==> src/hdl/stack_blur_row_pass_top_defines.svh <==
// Assertion macros used by the row blur sequencer.
`ifndef STACK_BLUR_ROW_PASS_TOP_DEFINES_SVH
`define STACK_BLUR_ROW_PASS_TOP_DEFINES_SVH

// Same-cycle implication, checked on every clock edge outside reset.
`define SBR_ASSERT_IMP(lbl, ante, cons, msg) \
  lbl: assert property (@(posedge clk) disable iff (rst) (ante) |-> (cons)) \
    else $error(msg);

// Next-cycle implication, checked on every clock edge outside reset.
`define SBR_ASSERT_NXT(lbl, ante, cons, msg) \
  lbl: assert property (@(posedge clk) disable iff (rst) (ante) |=> (cons)) \
    else $error(msg);

`endif

==> src/hdl/sbr_pkg.sv <==
// Types and constants shared by the row blur modules.
package sbr_pkg;

  localparam int RADIUS_W  = 6;
  localparam int TAP_W     = RADIUS_W + 1;
  localparam int WEIGHT_W  = RADIUS_W + 1;
  localparam int CH_W      = 8;
  localparam int NUM_LANES = 3;
  localparam int PIX_W     = CH_W * NUM_LANES;
  localparam int QBITS     = CH_W;
  localparam int QCNT_W    = $clog2(QBITS);

  localparam logic [RADIUS_W-1:0] RADIUS_MIN   = RADIUS_W'(3);
  localparam logic [RADIUS_W-1:0] RADIUS_RESET = RADIUS_W'(3);

  // Sequencer states.
  typedef enum logic [2:0] {
    ST_IDLE,
    ST_TAPS,
    ST_DRAIN,
    ST_DIV_START,
    ST_DIV,
    ST_EMIT
  } sbr_state_t;

  // Control broadcast from the sequencer to every channel lane.
  typedef struct packed {
    logic                clear;
    logic                acc;
    logic [WEIGHT_W-1:0] weight;
    logic                div_start;
  } lane_ctl_t;

  // Control from the sequencer to the pixel window.
  typedef struct packed {
    logic wr_en;
    logic rd_en;
  } win_ctl_t;

endpackage

==> src/hdl/sbr_window.sv <==
// Circular pixel window: newest pixel at the write pointer, taps read by offset.
module sbr_window import sbr_pkg::*; #(
  parameter int ADDR_W = 7
) (
  input  logic              clk,
  input  logic              rst,
  input  win_ctl_t          ctl,
  input  logic [PIX_W-1:0]  wr_data,
  input  logic [ADDR_W-1:0] rd_offset,
  output logic [PIX_W-1:0]  rd_data
);

  localparam int MEM_DEPTH = 1 << ADDR_W;

  logic [PIX_W-1:0]  mem [MEM_DEPTH];
  logic [ADDR_W-1:0] wp;
  logic [ADDR_W-1:0] wp_next;

  assign wp_next = wp + 1'b1;

  // Write pointer advances once per accepted pixel.
  always_ff @(posedge clk) begin
    if (rst) begin
      wp <= '0;
    end else if (ctl.wr_en) begin
      wp <= wp_next;
    end
  end

  // Pixel storage; the address wraps modulo the power-of-two depth.
  always_ff @(posedge clk) begin
    if (ctl.wr_en) begin
      mem[wp_next] <= wr_data;
    end
  end

  // Registered tap read, offset counted back from the newest pixel.
  always_ff @(posedge clk) begin
    if (ctl.rd_en) begin
      rd_data <= mem[wp - rd_offset];
    end
  end

endmodule

==> src/hdl/sbr_lane.sv <==
// One color channel: weighted tap accumulator and an eight-step restoring divider.
module sbr_lane import sbr_pkg::*; #(
  parameter int SUM_W = 19,
  parameter int DIV_W = 11
) (
  input  logic             clk,
  input  logic             rst,
  input  lane_ctl_t        ctl,
  input  logic [CH_W-1:0]  pixel,
  input  logic [DIV_W-1:0] divisor,
  output logic [QBITS-1:0] quotient,
  output logic             done
);

  localparam int TW = SUM_W + QBITS;

  logic [SUM_W-1:0]  acc;
  logic [SUM_W-1:0]  rem;
  logic [QCNT_W-1:0] bit_idx;
  logic              busy;
  logic [TW-1:0]     trial;
  logic              ge;
  logic [CH_W+WEIGHT_W-1:0] prod;

  assign prod  = pixel * ctl.weight;
  assign trial = TW'(divisor) << bit_idx;
  assign ge    = TW'(rem) >= trial;

  // Divider sequencing: one quotient bit per cycle, most significant first.
  always_ff @(posedge clk) begin
    if (rst) begin
      busy    <= 1'b0;
      done    <= 1'b0;
      bit_idx <= '0;
    end else if (ctl.div_start) begin
      busy    <= 1'b1;
      done    <= 1'b0;
      bit_idx <= QCNT_W'(QBITS - 1);
    end else if (busy) begin
      if (bit_idx == '0) begin
        busy <= 1'b0;
        done <= 1'b1;
      end
      bit_idx <= bit_idx - 1'b1;
    end
  end

  // Accumulator and divider datapath.
  always_ff @(posedge clk) begin
    if (ctl.clear) begin
      acc <= '0;
    end else if (ctl.acc) begin
      acc <= acc + SUM_W'(prod);
    end
    if (ctl.div_start) begin
      rem      <= acc;
      quotient <= '0;
    end else if (busy) begin
      if (ge) begin
        rem <= rem - SUM_W'(trial);
      end
      quotient <= {quotient[QBITS-2:0], ge};
    end
  end

endmodule

==> src/hdl/sbr_merge.sv <==
// Output register that merges the lane quotients into one result word.
module sbr_merge import sbr_pkg::*; (
  input  logic            clk,
  input  logic            rst,
  input  logic            load,
  input  logic [CH_W-1:0] quot [NUM_LANES],
  input  logic            last,
  output logic            free,
  output logic            out_valid,
  input  logic            out_stall,
  output logic [CH_W-1:0] red_out,
  output logic [CH_W-1:0] green_out,
  output logic [CH_W-1:0] blue_out,
  output logic            row_end_out
);

  assign free = !out_valid || !out_stall;

  // Valid flag: set on load, cleared once the word is taken.
  always_ff @(posedge clk) begin
    if (rst) begin
      out_valid <= 1'b0;
    end else if (load) begin
      out_valid <= 1'b1;
    end else if (!out_stall) begin
      out_valid <= 1'b0;
    end
  end

  // Payload, lane 0 is red, lane 1 green, lane 2 blue.
  always_ff @(posedge clk) begin
    if (load) begin
      red_out     <= quot[0];
      green_out   <= quot[1];
      blue_out    <= quot[2];
      row_end_out <= last;
    end
  end

endmodule

==> src/hdl/sbr_ctrl.sv <==
// Sequencer: radius register, row position, tap walk, divide and emit control.
`include "stack_blur_row_pass_top_defines.svh"

module sbr_ctrl import sbr_pkg::*; #(
  parameter int MAX_RADIUS = 32,
  parameter int ADDR_W     = 7,
  parameter int POS_W      = 7,
  parameter int DIV_W      = 11
) (
  input  logic                clk,
  input  logic                rst,
  input  logic                cfg_write,
  input  logic [RADIUS_W-1:0] cfg_data,
  input  logic                in_valid,
  output logic                in_stall,
  input  logic                row_end_in,
  output win_ctl_t            win_ctl,
  output logic [ADDR_W-1:0]   rd_offset,
  output lane_ctl_t           lane_ctl,
  output logic [DIV_W-1:0]    divisor,
  input  logic                div_done,
  input  logic                merge_free,
  output logic                merge_load,
  output logic                merge_last
);

  localparam int POS_CAP = 2 * MAX_RADIUS + 1;
  localparam int CW      = (POS_W > RADIUS_W) ? POS_W : RADIUS_W;
  localparam int KW      = (POS_W > TAP_W) ? POS_W : TAP_W;
  localparam int MW      = (RADIUS_W + 1 > 8) ? RADIUS_W + 1 : 8;

  sbr_state_t          state;
  sbr_state_t          state_next;
  logic [RADIUS_W-1:0] radius;
  logic [POS_W-1:0]    row_pos;
  logic [POS_W-1:0]    x_lat;
  logic                last_lat;
  logic [RADIUS_W-1:0] d_cnt;
  logic [RADIUS_W-1:0] d_start;
  logic [TAP_W-1:0]    j_cnt;
  logic                acc_q;
  logic [WEIGHT_W-1:0] weight_q;
  logic                accept;
  logic                need_result;
  logic                j_last;
  logic                more_results;
  logic [TAP_W-1:0]    t_span;
  logic [TAP_W-1:0]    k_raw;
  logic [KW-1:0]       k_clamp;
  logic [WEIGHT_W-1:0] weight_now;
  logic [TAP_W-1:0]    rp1;
  logic                radius_ok;

  assign in_stall     = (state != ST_IDLE);
  assign accept       = in_valid && !in_stall;
  assign need_result  = row_end_in || (CW'(row_pos) >= CW'(radius));
  assign d_start      = (CW'(row_pos) < CW'(radius)) ? RADIUS_W'(row_pos) : radius;
  assign j_last       = (j_cnt == {radius, 1'b0});
  assign more_results = last_lat && (d_cnt != '0);
  assign rp1          = TAP_W'(radius) + 1'b1;
  assign radius_ok    = (radius >= RADIUS_MIN) && (MW'(radius) <= MW'(MAX_RADIUS));

  // Tap offset back from the newest pixel, replicated at both segment edges.
  always_comb begin
    t_span = TAP_W'(d_cnt) + TAP_W'(radius);
    if (j_cnt >= t_span) begin
      k_raw = '0;
    end else begin
      k_raw = t_span - j_cnt;
    end
    if (KW'(k_raw) > KW'(x_lat)) begin
      k_clamp = KW'(x_lat);
    end else begin
      k_clamp = KW'(k_raw);
    end
  end

  // Triangle weight: rises 1..r+1, then falls back to 1.
  always_comb begin
    if (j_cnt <= TAP_W'(radius)) begin
      weight_now = WEIGHT_W'(j_cnt + 1'b1);
    end else begin
      weight_now = WEIGHT_W'({radius, 1'b1} - j_cnt);
    end
  end

  // Next state.
  always_comb begin
    state_next = state;
    case (state)
      ST_IDLE: begin
        if (accept && need_result) begin
          state_next = ST_TAPS;
        end
      end
      ST_TAPS: begin
        if (j_last) begin
          state_next = ST_DRAIN;
        end
      end
      ST_DRAIN:     state_next = ST_DIV_START;
      ST_DIV_START: state_next = ST_DIV;
      ST_DIV: begin
        if (div_done) begin
          state_next = ST_EMIT;
        end
      end
      ST_EMIT: begin
        if (merge_free) begin
          state_next = more_results ? ST_TAPS : ST_IDLE;
        end
      end
      default: state_next = ST_IDLE;
    endcase
  end

  // Outputs.
  always_comb begin
    win_ctl.wr_en      = accept;
    win_ctl.rd_en      = (state == ST_TAPS);
    rd_offset          = ADDR_W'(k_clamp);
    lane_ctl.clear     = (state == ST_TAPS) && (j_cnt == '0);
    lane_ctl.acc       = acc_q;
    lane_ctl.weight    = weight_q;
    lane_ctl.div_start = (state == ST_DIV_START);
    merge_load         = (state == ST_EMIT) && merge_free;
    merge_last         = last_lat && (d_cnt == '0);
  end

  // Control registers.
  always_ff @(posedge clk) begin
    if (rst) begin
      state   <= ST_IDLE;
      radius  <= RADIUS_RESET;
      row_pos <= '0;
      acc_q   <= 1'b0;
    end else begin
      state <= state_next;
      acc_q <= (state == ST_TAPS);
      // Radius writes below the minimum are dropped; large ones saturate.
      if (cfg_write && (cfg_data >= RADIUS_MIN)) begin
        if (MW'(cfg_data) > MW'(MAX_RADIUS)) begin
          radius <= RADIUS_W'(MAX_RADIUS);
        end else begin
          radius <= cfg_data;
        end
      end
      if (accept) begin
        if (row_end_in) begin
          row_pos <= '0;
        end else if (row_pos < POS_W'(POS_CAP)) begin
          row_pos <= row_pos + 1'b1;
        end
      end
    end
  end

  // Per-item working registers.
  always_ff @(posedge clk) begin
    weight_q <= weight_now;
    if (accept) begin
      x_lat    <= row_pos;
      last_lat <= row_end_in;
      d_cnt    <= d_start;
      j_cnt    <= '0;
      divisor  <= DIV_W'(rp1) * DIV_W'(rp1);
    end else if (state == ST_TAPS) begin
      j_cnt <= j_cnt + 1'b1;
    end else if ((state == ST_EMIT) && merge_free && more_results) begin
      d_cnt <= d_cnt - 1'b1;
      j_cnt <= '0;
    end
  end

  `SBR_ASSERT_IMP(a_radius_range, 1'b1, radius_ok, "radius register out of range")
  `SBR_ASSERT_NXT(a_div_restart, lane_ctl.div_start, !div_done, "done survived a divide start")
  `SBR_ASSERT_IMP(a_emit_has_quot, state == ST_EMIT, div_done, "emit without a quotient")
  `SBR_ASSERT_NXT(a_last_to_idle, merge_load && merge_last, state == ST_IDLE, "work after end")

endmodule

==> src/hdl/stack_blur_row_pass_top.sv <==
// Row stack blur: each item that owes a word goes through the tap walk, divide and emit.
// Taps are read one per cycle from the single window read port, then each channel
// lane runs an eight-step divide; lanes work side by side.
// An item that owes a word stalls the input until its last word is loaded into the
// output register; a row end owes up to r+1 words, and an item that owes none is taken without a stall.
// Reset (rst, synchronous, active high) sets radius 3 and row position 0; window kept.
module stack_blur_row_pass_top import sbr_pkg::*; #(
  parameter int MAX_RADIUS = 32
) (
  input  logic                clk,
  input  logic                rst,
  input  logic                cfg_write,
  input  logic [RADIUS_W-1:0] cfg_data,
  input  logic                in_valid,
  output logic                in_stall,
  input  logic [CH_W-1:0]     red_in,
  input  logic [CH_W-1:0]     green_in,
  input  logic [CH_W-1:0]     blue_in,
  input  logic                row_end_in,
  output logic                out_valid,
  input  logic                out_stall,
  output logic [CH_W-1:0]     red_out,
  output logic [CH_W-1:0]     green_out,
  output logic [CH_W-1:0]     blue_out,
  output logic                row_end_out
);

  localparam int WIN_DEPTH = 2 * MAX_RADIUS + 1;
  localparam int ADDR_W    = $clog2(WIN_DEPTH);
  localparam int POS_W     = $clog2(WIN_DEPTH + 1);
  localparam int EFF_MAX   = (MAX_RADIUS < 63) ? MAX_RADIUS : 63;
  localparam int SUM_W     = $clog2(255 * (EFF_MAX + 1) * (EFF_MAX + 1) + 1);
  localparam int DIV_W     = $clog2((EFF_MAX + 1) * (EFF_MAX + 1) + 1);

  win_ctl_t          win_ctl;
  lane_ctl_t         lane_ctl;
  logic [ADDR_W-1:0] rd_offset;
  logic [PIX_W-1:0]  rd_data;
  logic [DIV_W-1:0]  divisor;
  logic [CH_W-1:0]   quot [NUM_LANES];
  logic [NUM_LANES-1:0] lane_done;
  logic              merge_free;
  logic              merge_load;
  logic              merge_last;

  // Sequencer.
  sbr_ctrl #(
    .MAX_RADIUS (MAX_RADIUS),
    .ADDR_W     (ADDR_W),
    .POS_W      (POS_W),
    .DIV_W      (DIV_W)
  ) u_ctrl (
    .clk        (clk),
    .rst        (rst),
    .cfg_write  (cfg_write),
    .cfg_data   (cfg_data),
    .in_valid   (in_valid),
    .in_stall   (in_stall),
    .row_end_in (row_end_in),
    .win_ctl    (win_ctl),
    .rd_offset  (rd_offset),
    .lane_ctl   (lane_ctl),
    .divisor    (divisor),
    .div_done   (&lane_done),
    .merge_free (merge_free),
    .merge_load (merge_load),
    .merge_last (merge_last)
  );

  // Pixel window.
  sbr_window #(
    .ADDR_W (ADDR_W)
  ) u_window (
    .clk       (clk),
    .rst       (rst),
    .ctl       (win_ctl),
    .wr_data   ({red_in, green_in, blue_in}),
    .rd_offset (rd_offset),
    .rd_data   (rd_data)
  );

  // One lane per color channel, red in the top byte of the window word.
  for (genvar g = 0; g < NUM_LANES; g++) begin : g_lane
    sbr_lane #(
      .SUM_W (SUM_W),
      .DIV_W (DIV_W)
    ) u_lane (
      .clk      (clk),
      .rst      (rst),
      .ctl      (lane_ctl),
      .pixel    (rd_data[PIX_W-1-CH_W*g -: CH_W]),
      .divisor  (divisor),
      .quotient (quot[g]),
      .done     (lane_done[g])
    );
  end

  // Merge and output register.
  sbr_merge u_merge (
    .clk         (clk),
    .rst         (rst),
    .load        (merge_load),
    .quot        (quot),
    .last        (merge_last),
    .free        (merge_free),
    .out_valid   (out_valid),
    .out_stall   (out_stall),
    .red_out     (red_out),
    .green_out   (green_out),
    .blue_out    (blue_out),
    .row_end_out (row_end_out)
  );

endmodule
==> config.mk <==
export PLATFORM = sky130hd
export DESIGN_NAME = stack_blur_row_pass_top
export DESIGN_NICKNAME = d
export VERILOG_FILES = /design/src/hdl/sbr_pkg.sv /design/src/hdl/sbr_window.sv /design/src/hdl/sbr_lane.sv /design/src/hdl/sbr_merge.sv /design/src/hdl/sbr_ctrl.sv /design/src/hdl/stack_blur_row_pass_top.sv
export VERILOG_INCLUDE_DIRS = /design/src /design/src/hdl
export SDC_FILE = /design/constraint.sdc
export NUM_CORES = 2
export LEC_CHECK = 0
export BUFFER_PORTS_ARGS = -buffer_cell sky130_fd_sc_hd__buf_2
export CORE_ASPECT_RATIO = 0.7
export CORE_MARGIN = 2
export CORE_UTILIZATION = 40
export DETAILED_ROUTE_END_ITERATION = 8
export SYNTH_ARGS = -nofsm -noshare
export SYNTH_HDL_FRONTEND = slang
export SYNTH_SLANG_ARGS = --single-unit
==> constraint.sdc <==
create_clock -name clk -period 13.65 [get_ports clk]
set_clock_uncertainty 0.1 [all_clocks]
set_input_delay 1.365 -clock clk [delete_from_list [all_inputs] [get_ports clk]]
set_output_delay 1.365 -clock clk [all_outputs]
set_load 0.03 [all_outputs]
==> reports/results.ini <==
[status]
status = finished with violations
violations = capacitance limit

[synth]
syn_area_um2 = 141000
avgSynthCellArea_um2 = 17.8
synth-async-reset-ratio_pct = 0
netlist.area_leader.share_pct = 68.2
ys_types = 88
yosys.area.top_type = edfxtp_1
ys_ff_latch = 3337
seq_area_frac_synth_pct = 70.1
yosys_warnings = 0
yosys-top-cells-area = edfxtp_1 (68%), mux4_2 (12%), ha_1 (2.2%), fa_1 (2.1%), dfxtp_1 (1.9%)
synth_edf_count = 3202
syn_inst = 7926
yosys_most_used_dff = edfxtp_1

[worst_setup_path]
r2r-start = u_ctrl.radius[0]$_SDFFE_PP1P_
r2r_slack_ns = 3.32
cp.required_ns = 14.26
worst_setup_path_end_kind = flip-flop
crit_path_top_delay_cell = fa_4
cp-start-kind = flip-flop
cpPeakStageDelay_ns = 1.50
cp.buffers_inverters = 3
arrival_ns = 10.95
r2r-end = u_window.rd_data[5]$_DFFE_PP_
critPathKind = reg2reg
cp_max_fo = 60
r2r_cells = 27
critPathTopFamily = compound AO/OA/AOI/OAI gates

[timing]
slew_headroom_pct = 2.10
fin_crit_sh_pct = 75.7
setup_viol = 0
hold_viol_final = 0
fin_crit_ns = 10.33
fmax_mhz = 96.8
rsz0062_at_grt = no
finalMaxSlewViolations = 0
setup_tns_ns = 0
worstMarginPinSlew_ns = 1.46

[cts]
cts_tree = yes
clk_path_buf_depth = 4
path_clk_slew_ns = 0.06
clkSinkCount = 3337
post_cts_buffers = 0
cts.hold.buffers_added = 0
cts_root_buffer = clkbuf_16
htreeDepth = 5
cts-buffers-inserted = 325
cts-resized-gates = 0
clock_latency_ns = 0.93

[route]
firstDrtPassIters = 5
dr_total_vias = 76500
postRouteAntennaNets = 0
vias_per_cell = 5.86
routed_wl_um = 387000
remaining_drc_errors = 0
wl_per_cell_um = 29.6
initialDrtViolationCount = 10300

[grt]
grt_overflow = 0
grt_max_degree = 110
grt_pass1_wl_um = 553000
grt_pass1_vias = 75900
grt_antenna_before_repair = 27
track_usage_pct = 21.3

[floorplanning]
die_width_um = 714
core_region_area_um2 = 351000
die_y_um = 501
start_util_pct = 40.2
io_pins = 63
row_count = 182
die-area_um2 = 357000

[placement]
io_buffers = 62
hpwlAfterDp_um = 231000
place.gp.congestion = 0.842

[job]
cap_violations = 1

[final_layout]
syn2layout_area_growth_pct = 12.2
drive_gt1_share_pct = 20.1
layout_commonest_cell = edfxtp_1
layout_common_cells = edfxtp_1 (3202), mux4_2 (771), nand2_1 (628)
nNetsFinal = 8553

[min_path]
hold_class = reg2reg
hp-start = g_lane[2].u_lane.quotient[7]$_SDFFE_PP0P_
whs_endpoint = u_merge.blue_out[7]$_DFFE_PP_
hold_depth = 0

-- worst max path at each step --
stage	from	slack, ns	endpoint	cells after the start
after CTS	u_ctrl.radius[0]$_SDFFE_PP1P_	3.43	u_window.rd_data[6]$_DFFE_PP_	27
after global routing	u_ctrl.radius[0]$_SDFFE_PP1P_	2.87	u_window.rd_data[6]$_DFFE_PP_	27
final	u_ctrl.radius[0]$_SDFFE_PP1P_	3.32	u_window.rd_data[5]$_DFFE_PP_	27
after global placement	u_ctrl.radius[0]$_SDFFE_PP1P_	3.21	u_window.rd_data[5]$_DFFE_PP_	27
after floorplan	u_ctrl.radius[1]$_SDFFE_PP1P_	6.84	u_window.rd_data[22]$_DFFE_PP_	28
after detailed placement	u_ctrl.radius[0]$_SDFFE_PP1P_	3.39	u_window.rd_data[5]$_DFFE_PP_	27
-- cells by family after synthesis --
family,count (synthesis),synth area share [%]
DFF,3337,70.1
adders and majority gates,395,4.29
AOI/OAI and AO/OA,804,3.64
buffers and inverters,700,2.09
other,1,0.00266
xor gates and xnor gates,130,0.826
and+or+nand+nor,1547,5.04
muxes,1012,14.0
-- flip-flops by register name, summed over array words and instances, names as in the netlist, 3 cells and up --
signal	flops
u_window.wp	7
u_merge.red_out	8
u_window.rd_data	24
u_ctrl.row_pos	7
g_lane.u_lane.acc	57
u_ctrl.d_cnt	6
u_ctrl.weight_q	7
u_ctrl.state	3
g_lane.u_lane.done	3
u_ctrl.radius	6
g_lane.u_lane.busy	3
u_ctrl.j_cnt	7
u_merge.blue_out	8
u_ctrl.x_lat	7
g_lane.u_lane.rem	57
g_lane.u_lane.bit_idx	9
u_ctrl.divisor	10
u_window.mem	3072
g_lane.u_lane.quotient	24
u_merge.green_out	8
-- final cells by class --
cell class,count,area [µm²]
Antenna cell,11,27.5
Clock buffer,392,8530
Clock inverter,177,1790
Fill cell,29900,193000
Inverter,285,1070
Multi-Input combinational cell,3890,39900
Sequential cell,3337,98900
Tap cell,4692,5870
Timing Repair Buffer,283,2220
-- synthesized netlist by cell type (28+ instances only) --
cell type  instances
edfxtp_1        3202
mux4_2           771
nand2_1          630
nor2_1           350
a21oi_1          300
inv_1            282
ha_1             247
mux2i_1          232
clkbuf_1         211
fa_1             148
buf_2            138
nand3_1          137
dfxtp_1          135
o21ai_0          124
and2_1           112
xnor2_1           79
nand4_1           74
o22ai_1           57
xor2_1            49
a21o_1            46
a31oi_1           41
nor3_1            38
and3_1            37
buf_4             37
nor2b_1           35
nand2b_1          31
nor4_1            30
a211oi_1          28
a32oi_1           28
buf_1             28
-- routing by layer --
layer	vias to the layer above	routed length [µm]	GRT usage, %
met2	3635	168000	31.4
met5	-	58	0
met4	10	7710	4.18
li1	31700	-	-
met3	476	45000	6.14
met1	40700	166000	31.8
-- through the flow --
step	cell area [µm²]	instances	hold slack [ns]	setup slack (ns)	utilization, %
global placement	148000	12500	0.317	3.21	42.1
CTS	158000	13100	0.341	3.43	45.1
finish	158000	13100	0.337	3.32	45.1
detailed placement	148000	12500	0.321	3.39	42.1
global route	158000	13100	0.351	2.87	45.1
floorplan	141000	7927	0.298	6.84	-
Power is left out: the tool's default activity adds up to more than one toggle a clock period on the data nets, which glitch-free logic cannot reach.
